**src/rtl/core/blal_pkg.sv**
```systemverilog
// ----------------------------------------------------------------------------
// blal_pkg
// Shared constants, codes and types for the bounded array list core.
// ----------------------------------------------------------------------------
package blal_pkg;

	localparam int MAX_ENTRIES = 64;
	localparam int VALUE_W     = 32;
	localparam int IDX_W       = $clog2(MAX_ENTRIES);
	localparam int COUNT_W     = $clog2(MAX_ENTRIES + 1);
	localparam int FUNC_W      = 3;
	localparam int POS_W       = 7;
	localparam int CAP_W       = 7;
	localparam int STATUS_W    = 2;

	localparam int GROUP_SIZE  = 8;
	localparam int GRP_W       = $clog2(GROUP_SIZE);
	localparam int NUM_GROUPS  = MAX_ENTRIES / GROUP_SIZE;
	localparam int GSEL_W      = $clog2(NUM_GROUPS);

	localparam logic [CAP_W-1:0] CAP_RESET = CAP_W'(MAX_ENTRIES);

	localparam logic [FUNC_W-1:0] FN_INSERT = 3'd0;
	localparam logic [FUNC_W-1:0] FN_REMOVE = 3'd1;
	localparam logic [FUNC_W-1:0] FN_GET    = 3'd2;
	localparam logic [FUNC_W-1:0] FN_SEARCH = 3'd3;
	localparam logic [FUNC_W-1:0] FN_CLEAR  = 3'd4;

	localparam logic [STATUS_W-1:0] ST_OK    = 2'd0;
	localparam logic [STATUS_W-1:0] ST_RANGE = 2'd1;
	localparam logic [STATUS_W-1:0] ST_FULL  = 2'd2;

	typedef enum logic [1:0] {
		PH_IDLE,
		PH_EVAL,
		PH_GRP,
		PH_FIN
	} phase_t;

	typedef struct packed {
		logic                ins_en;
		logic                rem_en;
		logic                eval_en;
		logic [POS_W-1:0]    pos;
		logic [COUNT_W-1:0]  count;
		logic [VALUE_W-1:0]  value;
	} cell_ctl_t;

endpackage

```
**src/rtl/core/blal_cell.sv**
```systemverilog
// ----------------------------------------------------------------------------
// blal_cell
// One list entry: shifts with its neighbors, compares and offers its value.
// ----------------------------------------------------------------------------
module blal_cell (
	input  logic                              clk,
	input  logic [blal_pkg::IDX_W-1:0]        idx,
	input  blal_pkg::cell_ctl_t               ctl,
	input  logic [blal_pkg::VALUE_W-1:0]      prev_value,
	input  logic [blal_pkg::VALUE_W-1:0]      next_value,
	output logic [blal_pkg::VALUE_W-1:0]      value,
	output logic                              match,
	output logic [blal_pkg::VALUE_W-1:0]      rd_value
);

	logic [blal_pkg::VALUE_W-1:0] value_q;
	logic                         match_q;
	logic [blal_pkg::VALUE_W-1:0] rd_q;

	always_ff @(posedge clk) begin
		if (ctl.ins_en) begin
			if (idx > ctl.pos) begin
				value_q <= prev_value;
			end else if (idx == ctl.pos) begin
				value_q <= ctl.value;
			end
		end else if (ctl.rem_en) begin
			if (idx >= ctl.pos) begin
				value_q <= next_value;
			end
		end
	end

	always_ff @(posedge clk) begin
		if (ctl.eval_en) begin
			match_q <= (value_q == ctl.value) && (idx < ctl.count);
			rd_q    <= (idx == ctl.pos) ? value_q : '0;
		end
	end

	assign value    = value_q;
	assign match    = match_q;
	assign rd_value = rd_q;

endmodule

```
**config.mk**
```make
export PLATFORM = sky130hd
export DESIGN_NAME = blal_cell
export DESIGN_NICKNAME = d
export VERILOG_FILES = /design/src/rtl/core/blal_pkg.sv /design/src/rtl/core/blal_cell.sv
export SDC_FILE = /design/constraint.sdc
export NUM_CORES = 1
export LEC_CHECK = 0
export BUFFER_PORTS_ARGS = -buffer_cell sky130_fd_sc_hd__buf_2
export CAP_MARGIN = 20
export CELL_PAD_IN_SITES_DETAIL_PLACEMENT = 1
export CELL_PAD_IN_SITES_GLOBAL_PLACEMENT = 1
export CORE_ASPECT_RATIO = 0.9
export CORE_MARGIN = 2
export CORE_UTILIZATION = 30
export DETAILED_ROUTE_END_ITERATION = 8
export PLACE_DENSITY = 0.72
export REMOVE_ABC_BUFFERS = 1
export SYNTH_ARGS = -nofsm -noshare
export SYNTH_HDL_FRONTEND = slang
export SYNTH_SLANG_ARGS = --single-unit
```
**constraint.sdc**
```tcl
create_clock -name clk -period 1.8 [get_ports clk]
set_clock_uncertainty 0.2 [all_clocks]
set_input_delay 0.18 -clock clk [delete_from_list [all_inputs] [get_ports clk]]
set_output_delay 0.18 -clock clk [all_outputs]
set_load 0.02 [all_outputs]
```
Word level (Yosys, flattened, before mapping)
Index checks and enable logic that the tools add are counted.
Widths: inputs -> output; s select.
{"block": "classes", "n_lt_le_gt_ge": 3, "n_eq_ne": 3, "mux": 5, "reduce_logical": 4}
{"op": "$mux 32", "n": 5}
{"op": "$eq 32x32->1", "n": 1}
{"op": "$eq 6x7->1", "n": 1}
{"op": "$ge 6x7->1", "n": 1}
{"op": "$gt 6x7->1", "n": 1}
{"op": "$lt 6x7->1", "n": 1}
{"op": "$reduce_bool 2->1", "n": 2}
{"op": "$ne 3x1->1 const B", "n": 1}
{"op": "$reduce_and 3->1", "n": 1}
{"op": "$logic_and 1x1->1", "n": 1}
{"block": "word_totals", "ff_bits": 65, "output_inout_bits": 65, "elab_cells": 18}

Depth between registers and ports, before layout
{"block": "logic_depth", "ltp_word": 4, "mapped_depth": 9, "depth_no_buf": 7}

Least setup slack after synthesis
OpenSTA, ideal clock, no wires.
{"block": "synth_path", "kind": "input port to flip-flop", "startpoint": "input ctl[44] (netlist bit)", "endpoint": "register value_q (netlist bit value[0]), enable pin", "t_arrival_ns": 1.423, "t_required_ns": 1.225, "setup_slack_ns": -0.198, "stages": 5, "path_cell_list": "inv_1 ha_1 nand4b_1 nor2_1 o32a_2"}
{"block": "synth_between", "elab_chain_len": 3}
{"element": "start, declared", "line": "blal_cell.sv:8", "source": "input blal_pkg::cell_ctl_t ctl,"}
{"element": "$gt 6x7->1, or another cell as far along", "line": "blal_cell.sv:22", "source": "if (idx > ctl.pos) begin"}
{"element": "$ne 3x1->1 (no line) / $reduce_bool 2->1 (equally long branches)"}
{"element": "$reduce_and 3->1 (no line) *"}
{"element": "end signal, assigned", "line": "blal_cell.sv:23", "source": "value_q <= prev_value;"}
{"element": "end signal, assigned", "line": "blal_cell.sv:25", "source": "value_q <= ctl.value;"}
{"element": "end signal, assigned", "line": "blal_cell.sv:29", "source": "value_q <= next_value;"}
{"element": "end, declared", "line": "blal_cell.sv:16", "source": "logic [blal_pkg::VALUE_W-1:0] value_q;"}
Mark *: on every way between the ends. The rest lies on a longest branch, timed or not.
A chain may end at the register's enable or synchronous reset.

Worst setup path in the final report
{"block": "layout_path", "startpoint": "input ctl[43] (netlist bit)", "endpoint": "register value_q (netlist bit value[10]), data pin"}
{"block": "layout_between", "elab_chain_len": 3}
{"element": "$gt 6x7->1", "line": "blal_cell.sv:22"}
{"element": "$mux 32", "line": "blal_cell.sv:22"}
{"element": "$mux 32", "line": "blal_cell.sv:21", "source": "if (ctl.ins_en) begin"}
No other way between the ends.

==> metrics <==
Port Buf Inserts=184; Post-Syn Instances=290; Yosys reg bits=65; Cell Area, Placed=0.00470 mm²; Fill cells=1305; Pre-Repair DR Iteration Count=4; overall power=4710 µW; type of the most critical hold path=input port to flip-flop; failing checks=hold timing, setup timing; H-tree depth=3; M1 WL=4.78 mm; GPL Wtd Cong=0.844; Num CTS Buffers=9; max frequency=between 0.5 and 0.6 GHz; Max Buffers Root-to-Sink=2; Die Ht=approximately 110 µm; TritonCTS clock tree=yes; setup ws final=-0.00542 ns; highest metal used=met4; # setup viols final=2; DRC viols=0; layout cells sized above 1=roughly half; Critical Path RT=1.66 ns; syn avg cell area=12.1 µm²; Final Max Tran Viols=0; Crit Path Max Fanout=6; Die W=118 µm; kind of critical path=input port to flip-flop; Clock transition at path regs=approximately 0.05 ns; type of element launching the critical path=input port; Distinct cells, synth=23; slew of the pin with the lowest slew margin=0.373 ns; met2 WL post-DR=6.49 mm; vias per std cell=4.60; sequential share of the synthesized area=55.9%; largest net degree at the start of global routing=40; Peak VDD IR=approximately 0.40 mV; CP endpoint kind=flip-flop; Hold WS=-0.00983 ns; DP HPWL=8.38 mm; # rows=37; final std cells w/o fill=684; DR WL/cell=17.6 µm; Hold Fails Final Rpt=1; WP data arrival=1.67 ns; crit share post-route=100%; # nets final=653; All-Layer GR Usage=17.6%; status=finished, violations left; Die Area=0.0125 mm²; pwr dens=between 800 and 900 mW/mm²; Routed Antenna Nets=0; CTS root buf=clkbuf_16; Leak=0.00251 µW; vias in the first global route=3391; slew margin rel.=roughly three quarters; max_cap viols=0; Cells after DPL=around 630; first-pass GRT wire length=~17 mm; Initial Util=slightly above 30%; synth warn=0; cell area after synthesis=~0.0035 mm²; antenna violations before repair=1; clock net sink count=between 60 and 70; Finished Cell Area=around 0.0056 mm²; wire length on met3=508 µm; DRT Wirelength=12.1 mm; RSZ-0062 raised after global routing=true; GRT overflow=0; I/O pin cnt=185; core footprint=0.0114 mm²; Vias=3149; Area growth, synth to finish=60.5%; final period demand of the worst path=1.81 ns; First DRT Iteration DRCs=59; Clk Latency, worst-skew pair=between 0.3 and 0.4 ns
==> routing by layer <==
| layer | GRT usage (%) | vias up |
|---|---|---|
| met5 | 0 | - |
| met2 | 32.8 | 107 |
| met4 | 7.57 | 0 |
| met1 | 19.1 | 1512 |
| met3 | 4.24 | 25 |
| li1 | - | 1505 |
==> metrics by stage <==
step	TNS (ns)	utilization [%]	setup slack, ns
after detailed placement	-27.18	41.3	-0.346
after global placement	-19.19	41.3	-0.260
final	-0.0102	49.3	-0.00542
after global routing	-1.58	49.3	-0.0664
after CTS	0	46.2	0.00511
after floorplan	-41.48	-	-0.765
==> placed cells by master, fill, tap and decap left out, types with 2 or more instances in the layout <==
| cell type | count |
|---|---|
| a21oi_1 | 32 |
| nor4_2 | 4 |
| ha_4 | 5 |
| buf_4 | 18 |
| mux2i_4 | 2 |
| bufinv_16 | 2 |
| nor2_1 | 32 |
| mux2i_2 | 2 |
| and2_1 | 32 |
| buf_2 | 178 |
| clkbuf_16 | 13 |
| ha_1 | 6 |
| a21oi_2 | 6 |
| dlygate4sd3_1 | 24 |
| edfxtp_1 | 65 |
| mux2i_1 | 28 |
| nand4_1 | 2 |
| nand3_1 | 2 |
| buf_6 | 5 |
| buf_8 | 2 |
| nand4b_1 | 2 |
| inv_1 | 6 |
| a21o_1 | 2 |
| xor2_1 | 32 |
| clkinv_2 | 2 |
| buf_12 | 4 |
| nor4_1 | 4 |
| inv_2 | 4 |
==> kinds of logic (layout without fill, tap and decap cells) <==
group | after synthesis | count (layout) | share of synthesized area, %
AO/OA/AOI/OAI | 43 | 43 | 6.77
other | 0 | 1 | 0
AND/OR/NAND/NOR | 82 | 82 | 12.4
buffers and inverters | 25 | 262 | 3.87
flip-flops | 65 | 65 | 55.9
multiplexers | 32 | 32 | 9.17
adder cells (fa/ha/maj) | 11 | 11 | 3.94
XOR/XNOR | 32 | 32 | 8.02
==> critical path: stages <==
cell and delay (ns):
buf_6 0.07, inv_2 0.04, ha_4 0.26, nand4b_1 0.15
a21oi_2 0.19, o22a_4 0.29, buf_12 0.17, mux2i_4 0.22
a21oi_2 0.08
==> power by group <==
group          total [µW]  internal, µW  switching (µW)
logic                1010           482             530
clock network        1830          1200             623
registers            1870          1790            73.0
total                4710          3480            1230
==> flip-flops by register name (all words and copies together) (netlist names) <==
name / count
match: 1
rd_value: 32
value: 32
==> repair_timing <==
action,in CTS,in global routing
endpoints found under the setup margin,1,68
gates resized for setup,1,39
setup buffers,0,4
pin swaps,0,31
endpoints found under the hold margin,24,0
gates cloned,0,5
hold buffers,24,0
==> area by class of cell <==
type                    count  area (µm²)  share of cell area (%)
flip-flops and latches     65        1950                    34.8
clock buffers              10         229                    4.08
multi-input cells         200        1570                    28.0
clock inverters             6        82.6                    1.47
well taps                 156         195                    3.48
inverters                  11        43.8                   0.781
diodes                      1        2.50                  0.0446
repair buffers            235        1530                    27.3
==> Yosys cell counts (all sizes together) <==
cell     n  share of area [%]
a21o     2               0.43
nand3b   1               0.21
nand2b   1               0.18
nand4b   2               0.50
a21oi   38                5.5
nor4     8                1.4
and2    32                5.7
o32a     1               0.32
buf      4                1.6
nor3     1               0.14
clkbuf  10                1.1
xor2    32                8.0
o22a     1               0.29
inv     11                1.2
o22ai    1               0.18
mux2i   32                9.2
nand4    2               0.36
nor2    33                3.5
nand3    2               0.29
edfxtp  65                 56
ha      11                3.9
==> final timing paths <==
path | from | to | slack (ns) | cells after the start
min reg2reg | value[21]$_DFFE_PP_ | rd_value[21]$_SDFFCE_PN0P_ | 0.40 | 1
min | next_value[6] | value[6]$_DFFE_PP_ | -0.01 | 3
max reg2reg | value[8]$_DFFE_PP_ | match$_DFFE_PP_ | 0.13 | 5
max | ctl[43] | value[10]$_DFFE_PP_ | -0.005 | 9
Note: power is estimated with default switching activity, not from simulation.
