### config.mk
export PLATFORM = sky130hd
export DESIGN_NAME = blal_prio
export DESIGN_NICKNAME = d
export VERILOG_FILES = /design/src/rtl/core/blal_pkg.sv /design/src/rtl/core/blal_prio.sv
export SDC_FILE = /design/constraint.sdc
export NUM_CORES = 1
export LEC_CHECK = 0
export ABC_AREA = 1
export BUFFER_PORTS_ARGS = -buffer_cell sky130_fd_sc_hd__buf_2
export CORE_MARGIN = 5
export CORE_UTILIZATION = 34
export CTS_BUF_LIST = sky130_fd_sc_hd__clkbuf_4 sky130_fd_sc_hd__clkbuf_8
export CTS_CLUSTER_DIAMETER = 120
export CTS_CLUSTER_SIZE = 16
export DETAILED_ROUTE_END_ITERATION = 8
export PLACE_DENSITY_LB_ADDON = 0.2
export SYNTH_ARGS = -nofsm -noshare
export SYNTH_HDL_FRONTEND = slang
export SYNTH_SLANG_ARGS = --single-unit
### constraint.sdc
create_clock -name clk -period 1.7 [get_ports clk]
set_clock_uncertainty 0.2 [all_clocks]
set_input_delay 0.34 -clock clk [delete_from_list [all_inputs] [get_ports clk]]
set_output_delay 0.34 -clock clk [all_outputs]
set_load 0.02 [all_outputs]
### src/rtl/core/blal_pkg.sv
// ----------------------------------------------------------------------------
// blal_pkg
// Shared constants, codes and types for the bounded array list core.
// ----------------------------------------------------------------------------
package blal_pkg;

	localparam int MAX_ENTRIES = 64;
	localparam int VALUE_W     = 32;
	localparam int IDX_W       = $clog2(MAX_ENTRIES);
	localparam int COUNT_W     = $clog2(MAX_ENTRIES + 1);
	localparam int FUNC_W      = 3;
	localparam int POS_W       = 7;
	localparam int CAP_W       = 7;
	localparam int STATUS_W    = 2;

	localparam int GROUP_SIZE  = 8;
	localparam int GRP_W       = $clog2(GROUP_SIZE);
	localparam int NUM_GROUPS  = MAX_ENTRIES / GROUP_SIZE;
	localparam int GSEL_W      = $clog2(NUM_GROUPS);

	localparam logic [CAP_W-1:0] CAP_RESET = CAP_W'(MAX_ENTRIES);

	localparam logic [FUNC_W-1:0] FN_INSERT = 3'd0;
	localparam logic [FUNC_W-1:0] FN_REMOVE = 3'd1;
	localparam logic [FUNC_W-1:0] FN_GET    = 3'd2;
	localparam logic [FUNC_W-1:0] FN_SEARCH = 3'd3;
	localparam logic [FUNC_W-1:0] FN_CLEAR  = 3'd4;

	localparam logic [STATUS_W-1:0] ST_OK    = 2'd0;
	localparam logic [STATUS_W-1:0] ST_RANGE = 2'd1;
	localparam logic [STATUS_W-1:0] ST_FULL  = 2'd2;

	typedef enum logic [1:0] {
		PH_IDLE,
		PH_EVAL,
		PH_GRP,
		PH_FIN
	} phase_t;

	typedef struct packed {
		logic                ins_en;
		logic                rem_en;
		logic                eval_en;
		logic [POS_W-1:0]    pos;
		logic [COUNT_W-1:0]  count;
		logic [VALUE_W-1:0]  value;
	} cell_ctl_t;

endpackage

### src/rtl/core/blal_prio.sv
// ----------------------------------------------------------------------------
// blal_prio
// Two-level priority encoder: registered group stage, then group select.
// ----------------------------------------------------------------------------
module blal_prio (
	input  logic                              clk,
	input  logic [blal_pkg::MAX_ENTRIES-1:0]  match,
	output logic                              found,
	output logic [blal_pkg::IDX_W-1:0]        index
);

	logic [blal_pkg::NUM_GROUPS-1:0] grp_any_s1;
	logic [blal_pkg::GRP_W-1:0]      grp_idx_s1 [blal_pkg::NUM_GROUPS];
	logic [blal_pkg::GRP_W-1:0]      grp_idx    [blal_pkg::NUM_GROUPS];

	always_comb begin
		for (int g = 0; g < blal_pkg::NUM_GROUPS; g++) begin
			grp_idx[g] = '0;
			for (int j = blal_pkg::GROUP_SIZE - 1; j >= 0; j--) begin
				if (match[g*blal_pkg::GROUP_SIZE + j]) begin
					grp_idx[g] = blal_pkg::GRP_W'(j);
				end
			end
		end
	end

	always_ff @(posedge clk) begin
		for (int g = 0; g < blal_pkg::NUM_GROUPS; g++) begin
			grp_any_s1[g] <= |match[g*blal_pkg::GROUP_SIZE +: blal_pkg::GROUP_SIZE];
			grp_idx_s1[g] <= grp_idx[g];
		end
	end

	always_comb begin
		found = 1'b0;
		index = '0;
		for (int g = blal_pkg::NUM_GROUPS - 1; g >= 0; g--) begin
			if (grp_any_s1[g]) begin
				found = 1'b1;
				index = {blal_pkg::GSEL_W'(g), grp_idx_s1[g]};
			end
		end
	end

endmodule

Yosys cells after proc, flatten, opt, wreduce, memory -nomap -nowiden
Memories as Yosys holds them, arrays and structs flattened.
Index checks and enable logic that the tools add are counted.
{"block": "totals", "memories": 1, "ram_bits": 24, "register_bits": 8}
{"block": "classes", "muxes": 80, "reduce_logical": 8}
{"name": "grp_idx_s1", "words": 8, "width": 3, "rd": 8, "rd_clocked_by_memory_dff": 0, "write_ports": 8, "line": "blal_prio.sv:13", "rtl": "logic [blal_pkg::GRP_W-1:0] grp_idx_s1 [blal_pkg::NUM_GROUPS];"}
{"operator": "$mux W3", "n": 64}
{"operator": "$reduce_or A8 Y1", "n": 8}
{"operator": "$mux W6", "n": 8}
{"operator": "$mux W1", "n": 8}

Depth between registers and ports, before layout
Gate-level depths: netlist of run 1.
{"block": "logic_depth", "word_depth": 8, "mapped_depth": 9, "ltp_nobuf": 9}

Worst setup path before layout of run 1
No wires, ideal clock.
{"block": "synth_timing", "kind": "register to output", "startpoint": "reg grp_any_s1[0] in the netlist's numbering", "endpoint": "out index[5] in the netlist's numbering", "stages_incl_launch_ff": 5, "setup_slack_ns": 0.067, "arrival_ns": 1.093, "path_buffers": 1, "cell_sequence": "dfxtp_1 > buf_6 > nor2_1 > inv_1 > nor3_1"}
{"block": "synth_between", "elab_chain_len": 1}
{"element": "from (decl)", "line": "blal_prio.sv:12", "rtl": "logic [blal_pkg::NUM_GROUPS-1:0] grp_any_s1;"}
{"element": "from (signal, indexed assignment)", "line": "blal_prio.sv:29", "rtl": "grp_any_s1[g] <= |match[g*blal_pkg::GROUP_SIZE +: blal_pkg::GROUP_SIZE];"}
{"element": "$mux W6", "line": "blal_prio.sv:38", "rtl": "if (grp_any_s1[g]) begin"}
{"element": "to (decl)", "line": "blal_prio.sv:9", "rtl": "output logic [blal_pkg::IDX_W-1:0] index"}
Every way passes these cells.

Final worst setup path of run 1
{"block": "layout_timing", "startpoint": "reg grp_any_s1[6] in the netlist's numbering", "endpoint": "out found"}
{"block": "layout_between", "elab_chain_len": 7}
{"element": "$mux W1 (7 in a row)", "line": "blal_prio.sv:38"}
{"element": "to (decl)", "line": "blal_prio.sv:8", "rtl": "output logic found,"}
Every way passes these cells.

==> results by group, run 1 <==
Setup path
  – Critical path launch point type: register
  – Stages on the worst setup path: 4
  – CP max stage delay: 0.36 ns
  – Kind of critical path: reg -> out
  – Arr. time, crit path: 1.32 ns
  – Slowest-stage cell, CP: dfxtp_4
  – Origin of the worst setup path: grp_any_s1[6]
  – Crit path required time: 1.16 ns
  – CP max FO: 5
  – CP bufs+invs: 1
  – Worst Setup End Kind: output port
  – Crit path cell chain: or2_1 > nor3_2 > nand3_1 > buf_2
  – Crit path max-delay family: simple AND/OR/NAND/NOR gates

Min path
  – Hold Path Stages: 2
  – Path type of the worst min-delay path: in -> reg
  – Hold path start: match[56]

Synthesis
  – Post-synthesis cell type count: 15
  – Cell taking the most area after synthesis: dfxtp_1
  – Largest cells by area after synthesis: dfxtp_1, a21oi_1, nand2_1
  – Top-area cell type share of the netlist area: 40.5%
  – Syn Nets: 300
  – Post-Syn Area: 0.00158 mm^2
  – Synthesized flop and latch total: 32
  – Syn. warnings: 0
  – Sequential fraction of the synthesis area: 40.5%
  – Syn Area/Cell: 6.72 um^2
  – Cells after Synth: 235

STA
  – Final Hold Viols: 0
  – Final hold slack: 0.0157 ns
  – Final worst slack: -0.156 ns
  – Worst slew margin: 81.8%
  – Final setup violation count: 7
  – Unrepaired setup endpoints after global routing: true
  – Period utilization: 109%
  – Worst-margin pin slew: 0.272 ns
  – Period minus WS final: 1.86 ns
  – Slew Limit Fails: 0
  – Fmax achieved: 539 MHz

Finish
  – Total Nets Final: 380
  – Final Cell Area: 0.00221 mm^2
  – Layout cells sized above 1: 32.0%
  – Number of antenna diodes: 0
  – Area of the multi-input gates: 828 um^2
  – Register Area: 657 um^2
  – FILL cells: 472
  – Area Overhead vs Synth: 39.8%
  – Finished Core Util: 49.7%

Global routing
  – Largest net degree at the start of global routing: 11
  – Total Routing Usage GR: 12.3%
  – Total grt overflow: 0
  – Vias in the first global route: 1,628
  – First-pass GRT wire length: 6.26 mm
  – Initial antenna violation count: 0

Job
  – Max-Cap Viols: 0

Clock network
  – Clock buffer depth: 2
  – CTS Sinks: 32
  – Htree depth: 2
  – Total CTS buffers: 5
  – CTS tree: done
  – Root Driver: clkbuf_8
  – Clock transition at path regs: 0.06 ns

Route
  – Met1 WL: 1.68 mm
  – Drt initial violations: 60
  – Final WL: 3.67 mm
  – DRC violations left: 0
  – DR vias/cell: 4.62
  – Met2 routed WL: 1.75 mm
  – Top Layer Used: met4
  – DR vias: 1,701
  – Met3 wire len: 186 um
  – First-pass iteration count of the detailed router: 4
  – DRT antenna net count: 0
  – Wirelength per Cell: 9.97 um

Place
  – RD Place Congestion: 0.721
  – DPL Wire Length: 3.08 mm
  – DP Area: 0.00200 mm^2
  – Port bufs: 71

Die
  – Die area: 0.00611 mm^2
  – Area of the core: 0.00444 mm^2
  – Initial core utilization: 35.6%
  – Die height: 78.2 um
  – Boundary pin count: 72
  – Die X: 78.2 um
  – Core Rows: 24

Power and ir drop
  – Pleak: 1.04 nW
  – Peak supply drop: 378 uV
  – Pwr Density: 803 mW/mm^2

Outcome
  – Failing checks: negative setup slack
  – Status: complete, but fails checks
metal layers:
layer / vias to the layer above / global-route usage [%]
li1: 931 / -
met1: 725 / 14.5
met2: 39 / 20.9
met3: 6 / 4.35
met4: 0 / 4.20
met5: - / 0
power breakdown:
group	switching [mW]	leakage, nW	total [mW]	internal (mW)
sequential	0.0103	0.261	0.786	0.775
clock	0.257	0.0645	0.774	0.516
combinational	0.106	0.715	0.214	0.108
total	0.374	1.04	1.77	1.40
state kept, by name, summed over array words and instances (netlist names):
| signal | flops |
|---|---|
| grp_idx_s1 | 24 |
| grp_any_s1 | 8 |
per-stage QoR:
step | power (mW) | std cells | TNS, ns | setup slack, ns
CTS | 1.80 | 367 | -0.690 | -0.145
global route | 1.86 | 368 | -1.29 | -0.258
global placement | 1.01 | 358 | 0 | 0.126
finish | 1.77 | 368 | -0.644 | -0.156
floorplan | 0.896 | 235 | 0 | 0.0669
detailed placement | 1.01 | 358 | 0 | 0.114
logic make-up after synthesis:
| family | share of synthesized area, % |
|---|---|
| buffers and inverters | 8.55 |
| AO/OA/AOI/OAI | 16.8 |
| flip-flops | 40.5 |
| AND/OR/NAND/NOR | 34.1 |
what timing repair did:
action / CTS / global route
endpoints found under the hold margin: 0 / 1
buffers inserted: 1 / 0
setup endpoints to repair: 7 / 7
cloned: 0 / 0
gates resized for setup: 22 / 6
hold buffers: 0 / 1
pin swaps: 3 / 3
layout make-up:
cell class | count | area share (%)
sequential | 32 | 29.7
timing repair buffer | 74 | 18.3
clock buffer | 7 | 4.36
tap | 52 | 2.94
inverter | 33 | 5.83
clock inverter | 1 | 1.36
multi-input combinational | 169 | 37.5
synth_stat cells:
master and instances:
nand3_1 6, nor3_2 1, a211oi_1 2, a21oi_1 42, nor4_1 8, nor3_1 17
nor2_1 28, inv_2 3, o21ai_0 8, nand2_1 39, or2_1 17, inv_1 30
nand2_2 1, dfxtp_1 32, buf_6 1
cell usage in the layout (no fill, tap or decap), types with 2 or more instances in the layout:
cell	n
a211oi_1	2
a21oi_1	41
buf_2	66
buf_4	4
buf_6	3
clkbuf_8	7
dfxtp_1	25
dfxtp_2	4
dfxtp_4	3
inv_1	29
inv_2	2
inv_4	2
nand2_1	37
nand2_2	3
nand3_1	4
nand3_2	2
nor2_1	26
nor2_2	2
nor3_1	17
nor4_1	8
o21ai_0	8
or2_1	17
path summary, 6_finish.rpt:
check / end
max: found
min: grp_idx_s1[1][9]
No activity file was read; power rests on OpenSTA's default activity.
==> run 2: changes to the inputs <==
==> constraint.sdc (replaced) <==
create_clock -name clk -period 1.9 [get_ports clk]
set_clock_uncertainty 0.2 [all_clocks]
set_input_delay 0.38 -clock clk [delete_from_list [all_inputs] [get_ports clk]]
set_output_delay 0.38 -clock clk [all_outputs]
set_load 0.02 [all_outputs]
==> run 2 against run 1 <==
- the flow now finishes without violations
- first-iteration DRC count is 23% lower
- worst hold slack improved by 0.044 ns
- highest routed layer unchanged
- sequential power down 10%
- total power fell by 23%
- cell count fell by 0.82%
- clock power is 38% lower
- final area is 4.1% lower
- global-route usage fell by 0.13 points
- utilization fell by 2.0 points
- critical path depth stayed put
==> results by group, run 2 (synthesis results as in run 1) <==
Global routing
  – Total grt overflow: 0 (unchanged)
  – Busiest grt layer: met2
  – Largest net degree at the start of global routing: 10 (-1)
  – Total Routing Usage GR: 12.2% (-0.13 points)
  – Vias in the first global route: 1,549 (-4.9%)
  – Met1 Use GR: 14.8% (+0.33 points)
  – Initial antenna violation count: 0 (unchanged)
  – First-pass GRT wire length: 6.09 mm (-2.7%)
  – Met3 usage: 4.35% (unchanged)
  – Grt met2 use: 19.5% (-1.4 points)

Die
  – Boundary pin count: 72 (unchanged)
  – Die height: 78.2 um (unchanged)
  – Area of the core: 0.00444 mm^2 (unchanged)
  – Core Rows: 24 (unchanged)
  – Die X: 78.2 um (unchanged)
  – Die area: 0.00611 mm^2 (unchanged)
  – Initial core utilization: 35.6% (unchanged)

Clock network
  – Clock buffer depth: 2 (unchanged)
  – CTS Sinks: 32 (unchanged)
  – Clock transition at path regs: 0.06 ns (about the same)
  – Total CTS buffers: 5 (unchanged)
  – Hold-fix buffer count after cts: 0 (unchanged)
  – Htree depth: 2 (unchanged)
  – CTS tree: done
  – Root Driver: clkbuf_8

Finish
  – Number of antenna diodes: 0 (unchanged)
  – FILL cells: 483 (+2.3%)
  – Max reg flops: 24 (unchanged)
  – Reg with most FFs: grp_idx_s1
  – Largest regs: grp_idx_s1 x24, grp_any_s1 x8
  – Total Nets Final: 378 (-0.53%)
  – Commonest cells after routing, fill and taps aside: buf_2, a21oi_1, nand2_1
  – Layout cells sized above 1: 29.7% (-2.2 points)
  – Most common cell after layout, fill and taps aside: buf_2
  – Final Cell Area: 0.00212 mm^2 (-4.1%)
  – Area Overhead vs Synth: 34.1%

Place
  – RD Place Congestion: 0.721 (about the same)
  – Port bufs: 71 (unchanged)
  – DP Area: 0.00200 mm^2 (unchanged)
  – DPL Wire Length: 3.06 mm (-0.46%)

Power and ir drop
  – Pleak: 1.02 nW (-2.3%)
  – Pwr Density: 648 mW/mm^2 (-19%)
  – Peak supply drop: 227 uV (-40%)
  – Total Power: 1.37 mW (-23%)

Setup path
  – Arr. time, crit path: 1.31 ns (about the same)
  – Worst Setup End Kind: output port
  – Critical path launch point type: register
  – Crit path required time: 1.32 ns (+0.16 ns)
  – Kind of critical path: reg -> out
  – CP max FO: 5 (unchanged)

STA
  – Final setup violation count: 0 (-7)
  – Unrepaired setup endpoints after global routing: true
  – Worst-margin pin slew: 0.278 ns (+0.00667 ns)
  – Period minus WS final: 1.89 ns
  – Slew Limit Fails: 0 (unchanged)
  – Worst slew margin: 81.3% (-0.45 points)
  – Period utilization: 99.7%
  – Fmax achieved: 528 MHz
  – Final Hold Viols: 0 (unchanged)

Route
  – Wirelength per Cell: 9.94 um (-0.30%)
  – DRT antenna net count: 0 (unchanged)
  – DRC violations left: 0 (unchanged)
  – DR vias/cell: 4.61 (-0.24%)
  – DR vias: 1,683 (-1.1%)
  – Final WL: 3.63 mm (-1.1%)
  – Drt initial violations: 46 (-23%)
  – First-pass iteration count of the detailed router: 4 (unchanged)

Job
  – Max-Cap Viols: 0 (unchanged)

Outcome
  – Status: complete, no violations

Min path
  – Path type of the worst min-delay path: in -> reg
[run 2: changes by cell type in the layout (fill, tap and decap cells not counted), moves of 2 or more]
cell      before  now
buf_4          4    1
dfxtp_4        3    1
buf_2         66   68
clkbuf_8       7    5
[run 2: layout make-up]
| type | instances | area [um^2] | area share [%] |
|---|---|---|---|
| timing repair buffer | 72 | 382 | 18.0 |
| sequential | 32 | 651 | 30.7 |
| clock inverter | 1 | 5.00 | 0.236 |
| clock buffer | 6 | 76.3 | 3.60 |
| inverter | 33 | 126 | 5.96 |
| multi-input combinational | 169 | 815 | 38.4 |
| tap | 52 | 65.1 | 3.07 |
[run 2: per-stage QoR]
step	hold slack, ns	instances	TNS [ns]	util [%]	setup slack (ns)
final	0.0592	365	0	47.7	0.00502
after global routing	0.0495	365	-0.351	47.7	-0.0825
after CTS	0.0519	365	0	46.9	0.00975
after detailed placement	0.349	358	0	44.9	0.272
after global placement	0.348	358	0	44.9	0.286
after floorplan	0.249	235	0	-	0.227
[run 2: per-layer routing]
layer | vias up | wire length, um
li1 | 930 | -
met1 | 707 | 1630
met2 | 41 | 1710
met3 | 5 | 221
met4 | 0 | 71
met5 | - | 0
[run 2: worst paths after layout]
check,start,end,cells past startpoint
max,grp_any_s1[6],found,4
min,match[8],grp_idx_s1[0][3],2
[run 2: repair_timing]
item / in CTS / in global routing
resized for setup: 5 / 12
endpoints found under the setup margin: 4 / 6
pin swaps: 0 / 3
endpoints found under the hold margin: 0 / 0
setup buffers: 0 / 0
[run 2: critical path, stage by stage (launching register included)]
cell and delay (ns):
dfxtp_4 0.36, or2_1 0.25, nor3_2 0.13, nand3_1 0.12, buf_2 0.18
[run 2: power breakdown]
group | internal (mW) | switching [mW]
combinational | 0.0951 | 0.0943
clock | 0.262 | 0.215
sequential | 0.697 | 0.00900
total | 1.05 | 0.319
==> run 3: changes to the inputs <==
--- a/config.mk
+++ b/config.mk
@@ -5,8 +5,7 @@
 export SDC_FILE = /design/constraint.sdc
 export NUM_CORES = 1
 export LEC_CHECK = 0
-export ABC_AREA = 1
-export BUFFER_PORTS_ARGS = -buffer_cell sky130_fd_sc_hd__buf_2
+export BUFFER_PORTS_ARGS = -buffer_cell sky130_fd_sc_hd__clkbuf_2
 export CORE_MARGIN = 5
 export CORE_UTILIZATION = 34
 export CTS_BUF_LIST = sky130_fd_sc_hd__clkbuf_4 sky130_fd_sc_hd__clkbuf_8
==> run 3 against run 2 <==
- the run now ends with negative setup slack left
- total power rose by 12%
- sequential cell count did not move
- critical path type unchanged
- utilization rose by 0.83 points
- critical path depth did not move
- largest power group unchanged
- clock-buffer cell count did not move
- global-route usage fell by 0.49 points
- combinational power barely moved
==> results by group, run 3 <==
STA
  – Final worst slack: -0.0920 ns (-0.0971 ns)
  – Final setup violation count: 5 (+5)
  – Period minus WS final: 1.99 ns (+0.0971 ns)
  – Period utilization: 105% (+5.1 points)
  – Slew Limit Fails: 0 (unchanged)
  – Worst-margin pin slew: 0.372 ns (+0.0936 ns)
  – Fmax achieved: 502 MHz (-4.9%)
  – Worst slew margin: 75.0% (-6.3 points)
  – Final Hold Viols: 0 (unchanged)
  – Unrepaired setup endpoints after global routing: true

Route
  – DRC violations left: 0 (unchanged)
  – DRT antenna net count: 0 (unchanged)
  – Wirelength per Cell: 10.8 um (+8.6%)
  – First-pass iteration count of the detailed router: 4 (unchanged)
  – DR vias/cell: 4.77 (+3.4%)
  – Drt initial violations: 62 (+35%)
  – DR vias: 1,569 (-6.8%)
  – Final WL: 3.55 mm (-2.1%)

Setup path
  – Worst Setup End Kind: output port
  – Crit path required time: 1.32 ns (about the same)
  – Critical path launch point type: register
  – CP max FO: 7 (+2)
  – Arr. time, crit path: 1.41 ns (+0.10 ns)
  – Kind of critical path: reg -> out

Synthesis
  – Top-area cell type share of the netlist area: 42.3% (+1.8 points)
  – Fraction of registers with async set/reset: 0% (unchanged)
  – Post-synth EDFFs: 0 (unchanged)
  – Synthesized flop and latch total: 32 (unchanged)
  – Top-count cell post-synth: dfxtp_1
  – Synth cell count leaders: dfxtp_1, nor3_1, inv_1
  – Syn. warnings: 0 (unchanged)
  – Post-synthesis cell type count: 23 (+8)
  – Syn Nets: 264 (-12%)
  – Sequential fraction of the synthesis area: 42.3% (+1.8 points)
  – Post-Syn Area: 0.00151 mm^2 (-4.3%)
  – Syn Area/Cell: 7.60 um^2 (+13%)
  – Largest cells by area after synthesis: dfxtp_1, nor3_1, nor4_1
  – Cell taking the most area after synthesis: dfxtp_1
  – Cells after Synth: 199 (-15%)
  – Top FF cell, synth: dfxtp_1

Global routing
  – Largest net degree at the start of global routing: 11 (+1)
  – Busiest grt layer: met2
  – Met3 usage: 4.22% (-0.13 points)
  – Initial antenna violation count: 0 (unchanged)
  – Met1 Use GR: 15.0% (+0.18 points)
  – Grt met2 use: 17.5% (-2.0 points)
  – Total grt overflow: 0 (unchanged)
  – First-pass GRT wire length: 5.73 mm (-6.0%)
  – Vias in the first global route: 1,394 (-10%)
  – Total Routing Usage GR: 11.7% (-0.49 points)

Outcome
  – Status: complete, but fails checks
  – Failing checks: negative setup slack

Die
  – Die X: 76.7 um (-1.9%)
  – Die height: 76.7 um (-1.9%)
  – Initial core utilization: 35.0% (-0.57 points)
  – Core Rows: 24 (unchanged)
  – Boundary pin count: 72 (unchanged)
  – Die area: 0.00588 mm^2 (-3.7%)
  – Area of the core: 0.00432 mm^2 (-2.7%)

Clock network
  – Clock transition at path regs: 0.06 ns (about the same)
  – Clock buffer depth: 2 (unchanged)
  – Hold-fix buffer count after cts: 0 (unchanged)
  – Htree depth: 2 (unchanged)
  – Total CTS buffers: 5 (unchanged)
  – Root Driver: clkbuf_8
  – Post-CTS setup buffer count: 0 (unchanged)
  – CTS Sinks: 32 (unchanged)
  – CTS tree: done

Finish
  – Commonest cells after routing, fill and taps aside: clkbuf_2, dfxtp_1, nor3_1
  – Finished Core Util: 48.5% (+0.83 points)
  – Area of the multi-input gates: 818 um^2 (+0.46%)
  – Area Overhead vs Synth: 38.7%
  – Largest regs: grp_idx_s1 x24, grp_any_s1 x8
  – FILL cells: 451 (-6.6%)
  – Total Nets Final: 341 (-9.8%)
  – Max reg flops: 24 (unchanged)
  – Fin cells: 329 (-9.9%)
  – Layout cells sized above 1: 33.9% (+4.2 points)
  – Most common cell after layout, fill and taps aside: clkbuf_2
  – Number of antenna diodes: 0 (unchanged)
  – Register Area: 649 um^2 (-0.19%)
  – Reg with most FFs: grp_idx_s1

Power and ir drop
  – Pwr Density: 735 mW/mm^2 (+14%)
  – Peak supply drop: 260 uV (+15%)
  – Pleak: 0.959 nW (-5.5%)

Place
  – Dpl cells: 321 (-10%)
  – Port bufs: 71 (unchanged)
  – RD Place Congestion: 0.746 (+3.5%)
  – DPL Wire Length: 2.92 mm (-4.6%)

Job
  – Max-Cap Viols: 0 (unchanged)

Min path
  – Path type of the worst min-delay path: in -> reg
## run 3: worst max-delay path: stages, from the launching register on
cell and delay (ns):
dfxtp_2 0.36, a22o_1 0.25, nor4_4 0.22, o221ai_2 0.13, buf_4 0.17
## run 3: routing by layer
| metal | up-vias | wire length (um) | part of all wire, % |
|---|---|---|---|
| met2 | 39 | 1620 | 45 |
| li1 | 861 | - | - |
| met1 | 659 | 1650 | 46 |
| met3 | 10 | 227 | 6.4 |
| met4 | 0 | 63 | 1.8 |
| met5 | - | 0 | 0 |
## run 3: path summary, 6_finish.rpt
check,start,end,slack (ns),cells after the start
setup / recovery,grp_any_s1[5],index[0],-0.09,4
hold / removal,match[56],grp_idx_s1[1][9],0.08,2
## run 3: where the power goes
group / internal (mW) / total [mW] / switching, mW
Sequential: 0.698 / 0.707 / 0.00956
Combinational: 0.0974 / 0.191 / 0.0939
Clock: 0.403 / 0.644 / 0.241
Total: 1.20 / 1.54 / 0.345
## run 3: cell type report
type / instances / share of cell area [%]
flip-flops and latches: 32 / 30.9
clock buffers: 6 / 3.64
well taps: 52 / 3.10
clock inverters: 2 / 1.67
inverters: 21 / 3.76
repair buffers: 72 / 17.9
multi-input cells: 144 / 39.0
## run 3: stage by stage
stage / instance area, um^2 / setup slack (ns) / total power, mW / TNS, ns / hold WS (ns)
finish: 2100 / -0.0920 / 1.54 / -0.344 / 0.0788
global route: 2100 / -0.197 / 1.63 / -0.819 / 0.0672
CTS: 2080 / -0.161 / 1.56 / -0.661 / 0.0758
detailed placement: 1930 / 0.128 / 0.909 / 0 / 0.375
global placement: 1930 / 0.124 / 0.907 / 0 / 0.376
floorplan: 1510 / 0.120 / 0.797 / 0 / 0.249
## run 3: cell families (layout without fill, tap and decap cells)
family,after synthesis,in the layout,synth area share (%)
compound gates,42,42,16.7
buf+inv,23,101,5.87
flops,32,32,42.3
simple gates,102,102,35.1
## run 3: repair_timing
item | CTS | global route
cloned | 0 | 0
resized for setup | 15 | 11
pin swaps | 4 | 4
endpoints found under the setup margin | 7 | 7
